### src/sv/mas_pkg.sv
// ----------------------------------------------------------------------------
// mas_pkg
// Shared types, codes and helpers of the misaligned access splitter.
// ----------------------------------------------------------------------------
package mas_pkg;

  localparam int MAX_ACCESS_BYTES = 8;
  localparam int BYTE_IDX_W       = $clog2(MAX_ACCESS_BYTES);
  localparam int LEN_W            = $clog2(MAX_ACCESS_BYTES + 1);
  localparam int QUEUE_DEPTH      = 2;

  // configuration register indexes
  localparam int CFG_INDEX_W = 2;
  localparam logic [CFG_INDEX_W-1:0] CFG_XLEN_IS_64      = 2'd0;
  localparam logic [CFG_INDEX_W-1:0] CFG_FP_EMULATION_ON = 2'd1;

  // result kinds
  localparam logic [2:0] KIND_READ    = 3'd0;
  localparam logic [2:0] KIND_WRITE   = 3'd1;
  localparam logic [2:0] KIND_INT_WB  = 3'd2;
  localparam logic [2:0] KIND_FP_WB   = 3'd3;
  localparam logic [2:0] KIND_ILLEGAL = 3'd4;

  // input actions
  localparam logic ACT_START = 1'b0;
  localparam logic ACT_BYTE  = 1'b1;

  // opcodes and funct3 codes
  localparam logic [6:0] OPC_LOAD     = 7'h03;
  localparam logic [6:0] OPC_LOAD_FP  = 7'h07;
  localparam logic [6:0] OPC_STORE    = 7'h23;
  localparam logic [6:0] OPC_STORE_FP = 7'h27;
  localparam logic [2:0] F3_H  = 3'd1;
  localparam logic [2:0] F3_W  = 3'd2;
  localparam logic [2:0] F3_D  = 3'd3;
  localparam logic [2:0] F3_HU = 3'd5;
  localparam logic [2:0] F3_WU = 3'd6;

  localparam logic [LEN_W-1:0] LEN_NONE   = LEN_W'(0);
  localparam logic [LEN_W-1:0] LEN_HALF   = LEN_W'(2);
  localparam logic [LEN_W-1:0] LEN_WORD   = LEN_W'(4);
  localparam logic [LEN_W-1:0] LEN_DOUBLE = LEN_W'(8);

  // load flag bits
  localparam int FLAG_SIGNED = 0;
  localparam int FLAG_FP     = 1;

  typedef struct packed {
    logic        action;
    logic        trap_is_store;
    logic [31:0] instruction;
    logic [63:0] fault_address;
    logic [63:0] trap_pc;
    logic [63:0] int_source_value;
    logic [63:0] fp_source_value;
    logic [7:0]  loaded_byte;
  } in_item_t;

  typedef struct packed {
    logic [2:0]  result_kind;
    logic [63:0] byte_address;
    logic [7:0]  byte_to_write;
    logic [4:0]  dest_register;
    logic [63:0] writeback_value;
    logic        fp_is_double;
    logic [63:0] resume_pc;
    logic        last;
  } out_item_t;

  typedef struct packed {
    logic xlen_is_64;
    logic fp_emulation_on;
  } cfg_t;

  typedef enum logic [1:0] {
    JOB_WRITE,
    JOB_READ,
    JOB_ILLEGAL,
    JOB_BYTE
  } job_op_t;

  // classified work item between front and back
  typedef struct packed {
    job_op_t          op;
    logic [LEN_W-1:0] len;
    logic [63:0]      addr;
    logic [63:0]      data;   // store data, or the loaded byte in bits 7:0
    logic [4:0]       rd;
    logic [1:0]       flags;
    logic [63:0]      pc;     // resume pc, or trap pc for an illegal job
  } job_t;

  function automatic logic [63:0] xmask(input logic xlen_is_64);
    xmask = xlen_is_64 ? {64{1'b1}} : {32'h0000_0000, 32'hFFFF_FFFF};
  endfunction

endpackage

### src/sv/mas_front.sv
// ----------------------------------------------------------------------------
// mas_front
// Takes input items and classifies them into jobs for the back end.
// ----------------------------------------------------------------------------
module mas_front (
  input  mas_pkg::cfg_t     cfg,
  input  logic              in_push,
  input  mas_pkg::in_item_t in_data,
  output logic              in_full,
  input  logic              queue_full,
  output logic              job_push,
  output mas_pkg::job_t     job
);

  logic [6:0]  opc;
  logic [2:0]  f3;
  logic [63:0] m;
  logic [63:0] pc;
  logic [63:0] iv;
  logic [mas_pkg::LEN_W-1:0] len;
  logic [1:0]  flags;
  logic [63:0] data;

  assign in_full  = queue_full;
  assign job_push = in_push && !queue_full;

  assign opc = in_data.instruction[6:0];
  assign f3  = in_data.instruction[14:12];
  assign m   = mas_pkg::xmask(cfg.xlen_is_64);
  assign pc  = in_data.trap_pc & m;
  assign iv  = in_data.int_source_value & m;

  always_comb begin
    len   = mas_pkg::LEN_NONE;
    flags = 2'b00;
    data  = 64'h0;
    if (in_data.trap_is_store) begin
      if (opc == mas_pkg::OPC_STORE && f3 == mas_pkg::F3_W) begin
        len  = mas_pkg::LEN_WORD;
        data = iv;
      end else if (opc == mas_pkg::OPC_STORE && f3 == mas_pkg::F3_D && cfg.xlen_is_64) begin
        len  = mas_pkg::LEN_DOUBLE;
        data = iv;
      end else if (opc == mas_pkg::OPC_STORE_FP && f3 == mas_pkg::F3_D
                   && cfg.fp_emulation_on) begin
        len  = mas_pkg::LEN_DOUBLE;
        data = in_data.fp_source_value;
      end else if (opc == mas_pkg::OPC_STORE_FP && f3 == mas_pkg::F3_W
                   && cfg.fp_emulation_on) begin
        len  = mas_pkg::LEN_WORD;
        data = in_data.fp_source_value;
      end else if (opc == mas_pkg::OPC_STORE && f3 == mas_pkg::F3_H) begin
        len  = mas_pkg::LEN_HALF;
        data = iv;
      end
    end else begin
      if (opc == mas_pkg::OPC_LOAD && f3 == mas_pkg::F3_W) begin
        len   = mas_pkg::LEN_WORD;
        flags = 2'b01;
      end else if (opc == mas_pkg::OPC_LOAD && f3 == mas_pkg::F3_D && cfg.xlen_is_64) begin
        len   = mas_pkg::LEN_DOUBLE;
        flags = 2'b01;
      end else if (opc == mas_pkg::OPC_LOAD && f3 == mas_pkg::F3_WU && cfg.xlen_is_64) begin
        len   = mas_pkg::LEN_WORD;
      end else if (opc == mas_pkg::OPC_LOAD_FP && f3 == mas_pkg::F3_D
                   && cfg.fp_emulation_on) begin
        len   = mas_pkg::LEN_DOUBLE;
        flags = 2'b10;
      end else if (opc == mas_pkg::OPC_LOAD_FP && f3 == mas_pkg::F3_W
                   && cfg.fp_emulation_on) begin
        len   = mas_pkg::LEN_WORD;
        flags = 2'b10;
      end else if (opc == mas_pkg::OPC_LOAD && f3 == mas_pkg::F3_H) begin
        len   = mas_pkg::LEN_HALF;
        flags = 2'b01;
      end else if (opc == mas_pkg::OPC_LOAD && f3 == mas_pkg::F3_HU) begin
        len   = mas_pkg::LEN_HALF;
      end
    end
  end

  always_comb begin
    job.len   = len;
    job.addr  = in_data.fault_address & m;
    job.data  = data;
    job.rd    = in_data.instruction[11:7];
    job.flags = flags;
    job.pc    = (pc + 64'd4) & m;
    if (in_data.action == mas_pkg::ACT_BYTE) begin
      job.op   = mas_pkg::JOB_BYTE;
      job.data = {56'h0, in_data.loaded_byte};
    end else if (len == mas_pkg::LEN_NONE) begin
      job.op = mas_pkg::JOB_ILLEGAL;
      job.pc = pc;
    end else if (in_data.trap_is_store) begin
      job.op = mas_pkg::JOB_WRITE;
    end else begin
      job.op = mas_pkg::JOB_READ;
    end
  end

endmodule

### src/sv/mas_fifo.sv
// ----------------------------------------------------------------------------
// mas_fifo
// Short job queue between the front and the back end.
// ----------------------------------------------------------------------------
module mas_fifo #(
  parameter int DEPTH = mas_pkg::QUEUE_DEPTH
) (
  input  logic          clk,
  input  logic          rst_n,
  input  logic          push,
  input  mas_pkg::job_t push_data,
  output logic          full,
  input  logic          pop,
  output logic          head_valid,
  output mas_pkg::job_t head
);

  localparam int PTR_W = (DEPTH > 1) ? $clog2(DEPTH) : 1;
  localparam int CNT_W = $clog2(DEPTH + 1);

  mas_pkg::job_t mem_r [DEPTH];
  logic [PTR_W-1:0] wr_ptr_r, wr_ptr_nxt;
  logic [PTR_W-1:0] rd_ptr_r, rd_ptr_nxt;
  logic [CNT_W-1:0] count_r, count_nxt;
  logic do_push, do_pop;

  assign full       = count_r == CNT_W'(DEPTH);
  assign head_valid = count_r != '0;
  assign head       = mem_r[rd_ptr_r];
  assign do_push    = push && !full;
  assign do_pop     = pop && head_valid;

  always_comb begin
    wr_ptr_nxt = wr_ptr_r;
    rd_ptr_nxt = rd_ptr_r;
    count_nxt  = count_r;
    if (do_push) begin
      wr_ptr_nxt = (wr_ptr_r == PTR_W'(DEPTH - 1)) ? '0 : wr_ptr_r + PTR_W'(1);
    end
    if (do_pop) begin
      rd_ptr_nxt = (rd_ptr_r == PTR_W'(DEPTH - 1)) ? '0 : rd_ptr_r + PTR_W'(1);
    end
    if (do_push && !do_pop) begin
      count_nxt = count_r + CNT_W'(1);
    end else if (do_pop && !do_push) begin
      count_nxt = count_r - CNT_W'(1);
    end
  end

  always_ff @(posedge clk) begin
    if (!rst_n) begin
      wr_ptr_r <= '0;
      rd_ptr_r <= '0;
      count_r  <= '0;
    end else begin
      wr_ptr_r <= wr_ptr_nxt;
      rd_ptr_r <= rd_ptr_nxt;
      count_r  <= count_nxt;
    end
  end

  always_ff @(posedge clk) begin
    if (do_push) begin
      mem_r[wr_ptr_r] <= push_data;
    end
  end

endmodule

### src/sv/mas_back.sv
// ----------------------------------------------------------------------------
// mas_back
// Carries out queued jobs: byte sequencing, load collection, writeback.
// ----------------------------------------------------------------------------
module mas_back (
  input  logic               clk,
  input  logic               rst_n,
  input  mas_pkg::cfg_t      cfg,
  input  logic               head_valid,
  input  mas_pkg::job_t      head,
  output logic               head_pop,
  output logic               out_empty,
  input  logic               out_pop,
  output mas_pkg::out_item_t out_data
);

  localparam int IW = mas_pkg::BYTE_IDX_W;
  localparam int LW = mas_pkg::LEN_W;

  logic [IW-1:0] idx_r, idx_nxt;
  logic          collecting_r, collecting_nxt;
  logic [LW-1:0] acc_len_r, acc_len_nxt;
  logic [LW-1:0] rcvd_r, rcvd_nxt;
  logic [63:0]   asm_r, asm_nxt;
  logic [4:0]    dest_r, dest_nxt;
  logic [1:0]    flags_r, flags_nxt;
  logic [63:0]   spc_r, spc_nxt;
  logic          out_valid_r;
  mas_pkg::out_item_t out_r, res;

  logic          emit;
  logic          emit_ok;
  logic          seq_last;
  logic [63:0]   m;
  logic [63:0]   asm_ins;
  logic [63:0]   int_val;

  assign m         = mas_pkg::xmask(cfg.xlen_is_64);
  assign emit_ok   = !out_valid_r || out_pop;
  assign seq_last  = ({1'b0, idx_r} + LW'(1)) == head.len;
  assign out_empty = !out_valid_r;
  assign out_data  = out_r;

  // returned byte dropped into its lane
  always_comb begin
    asm_ins = asm_r;
    asm_ins[{rcvd_r[IW-1:0], 3'b000} +: 8] = head.data[7:0];
  end

  always_comb begin
    case (acc_len_r)
      mas_pkg::LEN_HALF:
        int_val = {{48{flags_r[mas_pkg::FLAG_SIGNED] & asm_ins[15]}}, asm_ins[15:0]};
      mas_pkg::LEN_WORD:
        int_val = {{32{flags_r[mas_pkg::FLAG_SIGNED] & asm_ins[31]}}, asm_ins[31:0]};
      default:
        int_val = asm_ins;
    endcase
  end

  always_comb begin
    idx_nxt        = idx_r;
    collecting_nxt = collecting_r;
    acc_len_nxt    = acc_len_r;
    rcvd_nxt       = rcvd_r;
    asm_nxt        = asm_r;
    dest_nxt       = dest_r;
    flags_nxt      = flags_r;
    spc_nxt        = spc_r;
    emit           = 1'b0;
    head_pop       = 1'b0;
    res            = '0;
    if (head_valid) begin
      case (head.op)
        mas_pkg::JOB_WRITE, mas_pkg::JOB_READ: begin
          if (emit_ok) begin
            emit               = 1'b1;
            res.result_kind    = (head.op == mas_pkg::JOB_WRITE) ? mas_pkg::KIND_WRITE
                                                                 : mas_pkg::KIND_READ;
            res.byte_address   = (head.addr + 64'(idx_r)) & m;
            res.resume_pc      = head.pc;
            res.last           = seq_last;
            if (head.op == mas_pkg::JOB_WRITE) begin
              res.byte_to_write = head.data[{idx_r, 3'b000} +: 8];
            end
            if (idx_r == '0) begin
              // a new start drops any unfinished load
              collecting_nxt = head.op == mas_pkg::JOB_READ;
              acc_len_nxt    = head.len;
              rcvd_nxt       = '0;
              asm_nxt        = '0;
              dest_nxt       = head.rd;
              flags_nxt      = head.flags;
              spc_nxt        = head.pc;
            end
            if (seq_last) begin
              idx_nxt  = '0;
              head_pop = 1'b1;
            end else begin
              idx_nxt = idx_r + IW'(1);
            end
          end
        end
        mas_pkg::JOB_ILLEGAL: begin
          if (emit_ok) begin
            emit            = 1'b1;
            head_pop        = 1'b1;
            collecting_nxt  = 1'b0;
            res.result_kind = mas_pkg::KIND_ILLEGAL;
            res.resume_pc   = head.pc;
            res.last        = 1'b1;
          end
        end
        mas_pkg::JOB_BYTE: begin
          if (!collecting_r) begin
            head_pop = 1'b1;
          end else if ((rcvd_r + LW'(1)) != acc_len_r) begin
            head_pop = 1'b1;
            asm_nxt  = asm_ins;
            rcvd_nxt = rcvd_r + LW'(1);
          end else if (emit_ok) begin
            head_pop          = 1'b1;
            emit              = 1'b1;
            collecting_nxt    = 1'b0;
            asm_nxt           = asm_ins;
            rcvd_nxt          = rcvd_r + LW'(1);
            res.dest_register = dest_r;
            res.resume_pc     = spc_r;
            res.last          = 1'b1;
            if (flags_r[mas_pkg::FLAG_FP]) begin
              res.result_kind     = mas_pkg::KIND_FP_WB;
              res.fp_is_double    = acc_len_r == mas_pkg::LEN_DOUBLE;
              res.writeback_value = (acc_len_r == mas_pkg::LEN_DOUBLE) ? asm_ins
                                    : {32'h0, asm_ins[31:0]};
            end else begin
              res.result_kind     = mas_pkg::KIND_INT_WB;
              res.writeback_value = int_val & m;
            end
          end
        end
        default: begin
          head_pop = 1'b1;
        end
      endcase
    end
  end

  always_ff @(posedge clk) begin
    if (!rst_n) begin
      idx_r        <= '0;
      collecting_r <= 1'b0;
      out_valid_r  <= 1'b0;
    end else begin
      idx_r        <= idx_nxt;
      collecting_r <= collecting_nxt;
      if (emit) begin
        out_valid_r <= 1'b1;
      end else if (out_pop) begin
        out_valid_r <= 1'b0;
      end
    end
  end

  always_ff @(posedge clk) begin
    acc_len_r <= acc_len_nxt;
    rcvd_r    <= rcvd_nxt;
    asm_r     <= asm_nxt;
    dest_r    <= dest_nxt;
    flags_r   <= flags_nxt;
    spc_r     <= spc_nxt;
    if (emit) begin
      out_r <= res;
    end
  end

  a_len_legal: assert property (@(posedge clk) disable iff (!rst_n)
    collecting_r |-> (acc_len_r == mas_pkg::LEN_HALF || acc_len_r == mas_pkg::LEN_WORD
                      || acc_len_r == mas_pkg::LEN_DOUBLE))
    else $error("collecting with bad access length");

  a_rcvd_below_len: assert property (@(posedge clk) disable iff (!rst_n)
    collecting_r |-> rcvd_r < acc_len_r)
    else $error("byte count reached length while still collecting");

  a_seq_owner: assert property (@(posedge clk) disable iff (!rst_n)
    (idx_r != '0) |-> (head_valid && (head.op == mas_pkg::JOB_WRITE
                                      || head.op == mas_pkg::JOB_READ)))
    else $error("byte sequence in flight without a sequenced job");

  a_no_overwrite: assert property (@(posedge clk) disable iff (!rst_n)
    (out_valid_r && !out_pop) |=> ($stable(out_r) && out_valid_r))
    else $error("waiting result overwritten");

endmodule

### src/sv/misaligned_access_splitter_core.sv
// ----------------------------------------------------------------------------
// misaligned_access_splitter_core
// Emulates misaligned load and store traps as single byte transfers.
//
// Input queue (in_push / in_full): a start item carries the trap, a byte
// item returns one loaded byte for the read being collected.
// Result queue (out_empty / out_pop): byte reads, byte writes, register
// writebacks and illegal reports, oldest first, last set on the final
// result of an input.
// Config (cfg_valid / cfg_ready / cfg_index / cfg_data): always ready; the
// user must write it only while nothing is in flight (not enforced here).
// A two-entry job queue parts the decode front from the sequencing back.
// A start's first result passes through the job queue and the result
// register; the back sequencer then gives one byte transfer per cycle
// while the result register is free, over the 2 to 8 bytes of a trap.
// Byte items retire one per cycle; the final one waits for a free result
// register and loads the writeback into it. A stalled result queue stalls
// the sequencer; the job queue then fills and in_full rises. Reset empties
// both queues, drops any collection and sets both config bits to 1.
// ----------------------------------------------------------------------------
module misaligned_access_splitter_core #(
  parameter int QUEUE_DEPTH = mas_pkg::QUEUE_DEPTH
) (
  input  logic                             clk,
  input  logic                             rst_n,
  input  logic                             in_push,
  output logic                             in_full,
  input  mas_pkg::in_item_t                in_data,
  output logic                             out_empty,
  input  logic                             out_pop,
  output mas_pkg::out_item_t               out_data,
  input  logic                             cfg_valid,
  output logic                             cfg_ready,
  input  logic [mas_pkg::CFG_INDEX_W-1:0]  cfg_index,
  input  logic                             cfg_data
);

  mas_pkg::cfg_t cfg_r;
  mas_pkg::job_t job;
  mas_pkg::job_t head;
  logic          job_push;
  logic          queue_full;
  logic          head_valid;
  logic          head_pop;

  assign cfg_ready = 1'b1;

  always_ff @(posedge clk) begin
    if (!rst_n) begin
      cfg_r.xlen_is_64      <= 1'b1;
      cfg_r.fp_emulation_on <= 1'b1;
    end else if (cfg_valid) begin
      case (cfg_index)
        mas_pkg::CFG_XLEN_IS_64:      cfg_r.xlen_is_64      <= cfg_data;
        mas_pkg::CFG_FP_EMULATION_ON: cfg_r.fp_emulation_on <= cfg_data;
        default: ;
      endcase
    end
  end

  mas_front u_front (
    .cfg        (cfg_r),
    .in_push    (in_push),
    .in_data    (in_data),
    .in_full    (in_full),
    .queue_full (queue_full),
    .job_push   (job_push),
    .job        (job)
  );

  mas_fifo #(
    .DEPTH (QUEUE_DEPTH)
  ) u_fifo (
    .clk        (clk),
    .rst_n      (rst_n),
    .push       (job_push),
    .push_data  (job),
    .full       (queue_full),
    .pop        (head_pop),
    .head_valid (head_valid),
    .head       (head)
  );

  mas_back u_back (
    .clk        (clk),
    .rst_n      (rst_n),
    .cfg        (cfg_r),
    .head_valid (head_valid),
    .head       (head),
    .head_pop   (head_pop),
    .out_empty  (out_empty),
    .out_pop    (out_pop),
    .out_data   (out_data)
  );

endmodule

### config.mk
export PLATFORM = sky130hd
export DESIGN_NAME = misaligned_access_splitter_core
export DESIGN_NICKNAME = d
export VERILOG_FILES = /design/src/sv/mas_pkg.sv /design/src/sv/mas_front.sv /design/src/sv/mas_fifo.sv /design/src/sv/mas_back.sv /design/src/sv/misaligned_access_splitter_core.sv
export SDC_FILE = /design/constraint.sdc
export NUM_CORES = 1
export LEC_CHECK = 0
export BUFFER_PORTS_ARGS = -buffer_cell sky130_fd_sc_hd__buf_2
export CORE_MARGIN = 2
export CORE_UTILIZATION = 39
export DETAILED_ROUTE_END_ITERATION = 6
export MAX_ROUTING_LAYER = met4
export PLACE_DENSITY = 0.65
export SLEW_MARGIN = 10
export SYNTH_ARGS = -nofsm -noshare
export SYNTH_HDL_FRONTEND = slang
export SYNTH_SLANG_ARGS = --single-unit
### constraint.sdc
create_clock -name clk -period 12.3 [get_ports clk]
set_clock_uncertainty 0.1 [all_clocks]
set_input_delay 2.46 -clock clk [delete_from_list [all_inputs] [get_ports clk]]
set_output_delay 2.46 -clock clk [all_outputs]
set_load 0.05 [all_outputs]
; After elaboration in Yosys (flattened, before gate mapping)
; Memory sizes are Yosys's and may differ from the RTL's. A register that Yosys moved wholly into a read port is not among the register bits.
; Cells that the tools add are included.
[word_totals]
ff_bits = 364
input_bits = 306
word_cells = 214
out_inout_bits = 213
ram_bits = 410
memories = 1
[mem_list]
columns = name, depth, width, rd, rd_clocked_by_memory_dff, wr, line
row1 = u_fifo.mem_r, 2, 205, 1, 1, 1, mas_fifo.sv:21  ; mas_pkg::job_t mem_r [DEPTH];
[op_classes]
eq_ne = 24
bitwise_logic = 13
n_addsub = 10
reduce_logical = 48
n_shift = 3
n_mux = 93
[ops]
columns = cell, n
row1 = two-way mux 64 bit, 17
row2 = AND 64 bit, 6
row3 = two-way mux 65 bit, 5
row4 = one-hot mux 64 bit (2 select lines), 2
row5 = one-hot mux 65 bit (3 select lines), 1
row6 = two-way mux 75 bit, 1
row7 = adder 64 x 3 -> 64 bit, 1
row8 = "adder 64 x 3 -> 64 bit, second input constant", 1
row9 = bitwise mux 64 bit, 1
row10 = two-way mux 4 bit, 16
row11 = "variable shift 8 x 8 -> 64 bit, first input constant", 1
row12 = variable part select 64 x 7 -> 8 bit, 1
row13 = variable part select 8 x 8 -> 64 bit, 1
row14 = two-way mux 1 bit, 27
row15 = two-way mux 2 bit, 13
row16 = logical AND 1 bit, 24
row17 = "equality test 7 x 6 -> 1 bit, second input constant", 2
row18 = two-way mux 3 bit, 4
row19 = AND reduction 4 bit, 3
row20 = one-hot mux 3 bit (3 select lines), 1
row21 = two-way mux 8 bit, 1
row22 = "inequality test 2 x 1 -> 1 bit, second input constant", 4
row23 = negation 6 -> 8 bit, 1
row24 = one-hot mux 4 bit (2 select lines), 1
row25 = 36 further kinds, 56

; Longest topological paths before layout
[logic_depth]
word_depth = 13
depth_mapped = 17
ltp_nobuf = 10

; Hierarchy
; A second synthesis with hierarchy kept.
[unflattened]
hier_cells = 2420
hier_area_um2 = 35126.2
[by_module_without_submodules]
columns = mod, cells_each, area_each_um2, seq_area_each_um2, instances
row1 = mas_back, 1196, 16040.4, 10700.3, 1
row2 = mas_fifo, 663, 15647.5, 12411.9, 1
row3 = mas_front, 550, 3328.2, 0.0, 1
row4 = misaligned_access_splitter_core, 11, 110.1, 40.0, 1

; Least setup slack after synthesis
; OpenSTA, ideal clock, no wires.
[synth_path]
path_kind = input to register
start = input in_push
end = register u_fifo.wr_ptr_r
t_arrival_ps = 11698
path_slack_ps = 405
required_time_ps = 12102
n_path_buf = 0
setup_ps = 98
cell_stages = 3
path_cell_list = nand2_1 > nor2_1 > o21a_1
[synth_between]
elab_chain_cells = 2
[synth_lines]
columns = element, line
row1 = start: declaration, misaligned_access_splitter_core.sv:26  ; input logic in_push,
row2 = logical AND 1 bit, mas_front.sv:25  ; assign job_push = in_push && !queue_full;
row3 = logical AND 1 bit, mas_fifo.sv:30  ; assign do_push = push && !full;
row4 = end signal: assignment, mas_fifo.sv:56  ; wr_ptr_r <= wr_ptr_nxt;
row5 = end: declaration, mas_fifo.sv:22  ; logic [PTR_W-1:0] wr_ptr_r, wr_ptr_nxt;
; Every way passes these cells.
; A chain may end at the register's enable or synchronous reset.

; Final worst setup path
[layout_path]
start = input out_pop
end = register u_back.out_r, in the netlist u_back.out_data[174], enable pin
[layout_between]
elab_chain_cells = 6
[layout_lines]
columns = element, line
row1 = start: declaration, misaligned_access_splitter_core.sv:30  ; input logic out_pop,
row2 = logical OR 1 bit *, mas_back.sv:39  ; assign emit_ok = !out_valid_r || out_pop;
row3 = two-way mux 1 bit *, "mas_back.sv:76, mas_back.sv:105, mas_back.sv:121"
row4 = two-way mux 1 bit, mas_back.sv:117  ; end else if ((rcvd_r + LW'(1)) != acc_len_r) begin
row5 = two-way mux 1 bit, mas_back.sv:115  ; if (!collecting_r) begin
row6 = one-hot mux 1 bit (2 select lines) *, mas_back.sv:74  ; case (head.op)
row7 = two-way mux 1 bit *, mas_back.sv:73  ; if (head_valid) begin
row8 = via u_back.emit, mas_back.sv:31  ; logic emit;
row9 = end signal: assignment, mas_back.sv:172  ; out_r <= res;
row10 = end: declaration, mas_back.sv:29  ; mas_pkg::out_item_t out_r, res;
; Mark *: on every way through the listed nets, which the timed path passes. The rest lies on a longest branch.

==> metrics.txt <==
Synth Instances 2446; Yosys top cell area share 67.0%; Setup Viol. Count Final 0; Yosys reg bits 772; critical path's top delay family buffers and inverters; top post-synthesis cells by area edfxtp_1 67%, mux2_2 3.0%, nor2_1 2.7%; Worst Path Buf+Inv 4; number of synthesized flops with an enable pin 760; sequential share of the synthesized area 67.7%; Synth Area per Inst 13.9 sq um; Post-CTS Hold Fix Bufs 0; Routed Antenna Nets 0; min-delay worst type flop to flop; GRT Overall Usage 20.4%; failing checks design-rule violations; via density per instance 5.42; Max Root-Sink Buffers 3; outcome finished, violations left; Clock Latency Late Sink 0.65 ns; HPWL Detailed 60300 microns; Detailed Route Iter0 Violations 1904; crit-path max FO 80; Vias 22600; max_slew headroom 20.4%; Final Cycle Share 48.4%; cell area after synthesis 34100 sq um; VDD IR max 0.166 mV; CTS tree built; final wirelength 91200 microns; RSZ-0062 raised after global routing no; Clock Sinks 772; synth unique cells 81; clk root buf clkbuf_16; most used cell, CP buf_4; Primary FF master, synth edfxtp_1; H-tree depth 3; Synth Net Count 2763; vias in the first global route 21700; crit end category flop; CP Launch Type input port; CTS clock-pin slew for the worst setup and hold paths 0.06 ns; crit-path cells buf_2 -> nor2b_1 -> buf_4 -> nor2_4 -> buf_4 -> nand3_1 -> nand2_4 -> buf_4; CP required 12.45 ns; Yosys Warn Count 0; Initial DRT Pass Iterations 7; PwrDens 215 nW/um^2; Die X 300 microns; commonest non-fill, non-tap cell in the layout edfxtp_1; io pins 519; top cell type by total area after synthesis edfxtp_1; pin count of the biggest net entering global routing 92; initial antenna violation count 22; Design Power 8.74 mW; DRC violations left 6; post-CTS setup buffers 0; worst slack, placed 5.57 ns; Worst Setup Path Type input port to flop; CP peak stage delay 0.85 ns; Pleak 14.0 nW; Num CTS Buffers 85; final core utilization 46.9%; Core Area 86800 sq um; MaxCap Viol Count 0; total congestion overflow 0; Setup Total Neg Slack 0 ns; first-pass GRT wire length 134000 microns; GP Congestion 0.878; Fin Hold WS 0.375 ns; share of post-route cells with drive strength above 1 28.2%; Resize count post-CTS 0; Synth-to-Final Area Change 19.4%; initial core utilization 39.3%; Setup WS post-layout 6.35 ns; DR WL/cell 21.9 microns; Pins Over Slew Limit 0; die area 89800 sq um; Slew @ Worst Pin 1.19 ns; slowest CP cell buf_4; port bufs 500; fillers 7762; commonest non-fill, non-tap cells in the layout 760 x edfxtp_1, 500 x buf_2, 243 x nor2_1; die height 300 microns; Post-synth ARST share 0%; post-layout min period 5.95 ns; fmax 168 MHz; Hold Vio Cnt, Final 0; FP Rows 108; crit path DAT 6.10 ns; Final #Nets 3246
final cells by class:
class | count | area [sq um] | area share (%)
Sequential cell | 772 | 23100 | 56.7
Multi-Input combinational cell | 1503 | 10400 | 25.6
Timing Repair Buffer | 548 | 2860 | 7.03
Clock buffer | 103 | 2240 | 5.50
Tap cell | 1155 | 1450 | 3.55
Clock inverter | 49 | 537 | 1.32
Inverter | 19 | 71.3 | 0.175
Antenna cell | 20 | 50.0 | 0.123
metrics by stage:
step,cell area [sq um],instances
final,40700,4169
after global routing,40700,4166
after CTS,40700,4149
after detailed placement,37900,3997
after global placement,37900,3997
after floorplan,34100,2446
worst paths after layout:
check                  startpoint  slack (ns)  cells after the start              endpoint
setup / recovery          out_pop        6.35                      8  u_back.out_data[174]
hold / removal    u_fifo.rd_ptr_r        0.38                      2                  flop
setup reg to reg             flop        7.24                      6      u_back.asm_r[53]
hold reg to reg   u_fifo.rd_ptr_r        0.38                      2                  flop
flip-flops by register name, summed over array words and instances, names as in the netlist, named ones only:
register             cells
u_back.flags_r           2
u_fifo.wr_ptr_r          1
u_back.collecting_r      1
u_fifo.mem_r           408
u_back.rcvd_r            4
cfg_r                    2
u_back.idx_r             3
u_back.out_valid_r       1
u_fifo.rd_ptr_r          1
u_back.dest_r            5
u_fifo.count_r           2
u_back.spc_r            64
u_back.out_data        210
u_back.asm_r            64
u_back.acc_len_r         3
per-layer routing:
layer,vias up,part of all wire [%],global-route usage (%)
met3,168,5.6,2.88
met1,11200,44,27.1
li1,10500,-,-
met5,-,0,-
met4,0,2.9,7.94
met2,756,48,31.7
cell usage after synthesis, types with 28 or more instances:
cell        n
o21ai_0    54
clkbuf_1  104
a21oi_1   134
nand2_1   119
a211oi_1   44
nand4_1    32
xor2_1     45
a32o_1     65
mux2i_1    77
and2_1     61
o31ai_1    28
nor3_1     40
edfxtp_1  760
nor2_1    247
mux2_2     91
a22oi_1    72
nand3_1    75
xnor2_1    33
kinds of logic (layout without fill, tap and decap cells):
group | Yosys count | count (layout) | synth area share, %
DFF | 772 | 772 | 67.7
adders and majority gates | 11 | 11 | 0.426
xor gates and xnor gates | 78 | 78 | 2.00
buffers and inverters | 171 | 719 | 2.12
other | 1 | 21 | 0.0110
and+or+nand+nor | 772 | 772 | 11.7
AOI/OAI and AO/OA | 448 | 448 | 9.21
muxes | 193 | 193 | 6.89
worst register-to-register path, delay by kind of cell, from the launching register on:
family,cells,cell delay (ns)
buffers and inverters,2,1.52
AO/OA/AOI/OAI,2,1.23
flip-flops,1,0.74
AND/OR/NAND/NOR,1,0.66
multiplexers,1,0.39
power breakdown:
group / switching (mW) / internal [mW]
Combinational: 1.84 / 0.648
Clock: 1.04 / 1.51
Sequential: 0.178 / 3.52
Power figures use the tool's default switching activity.
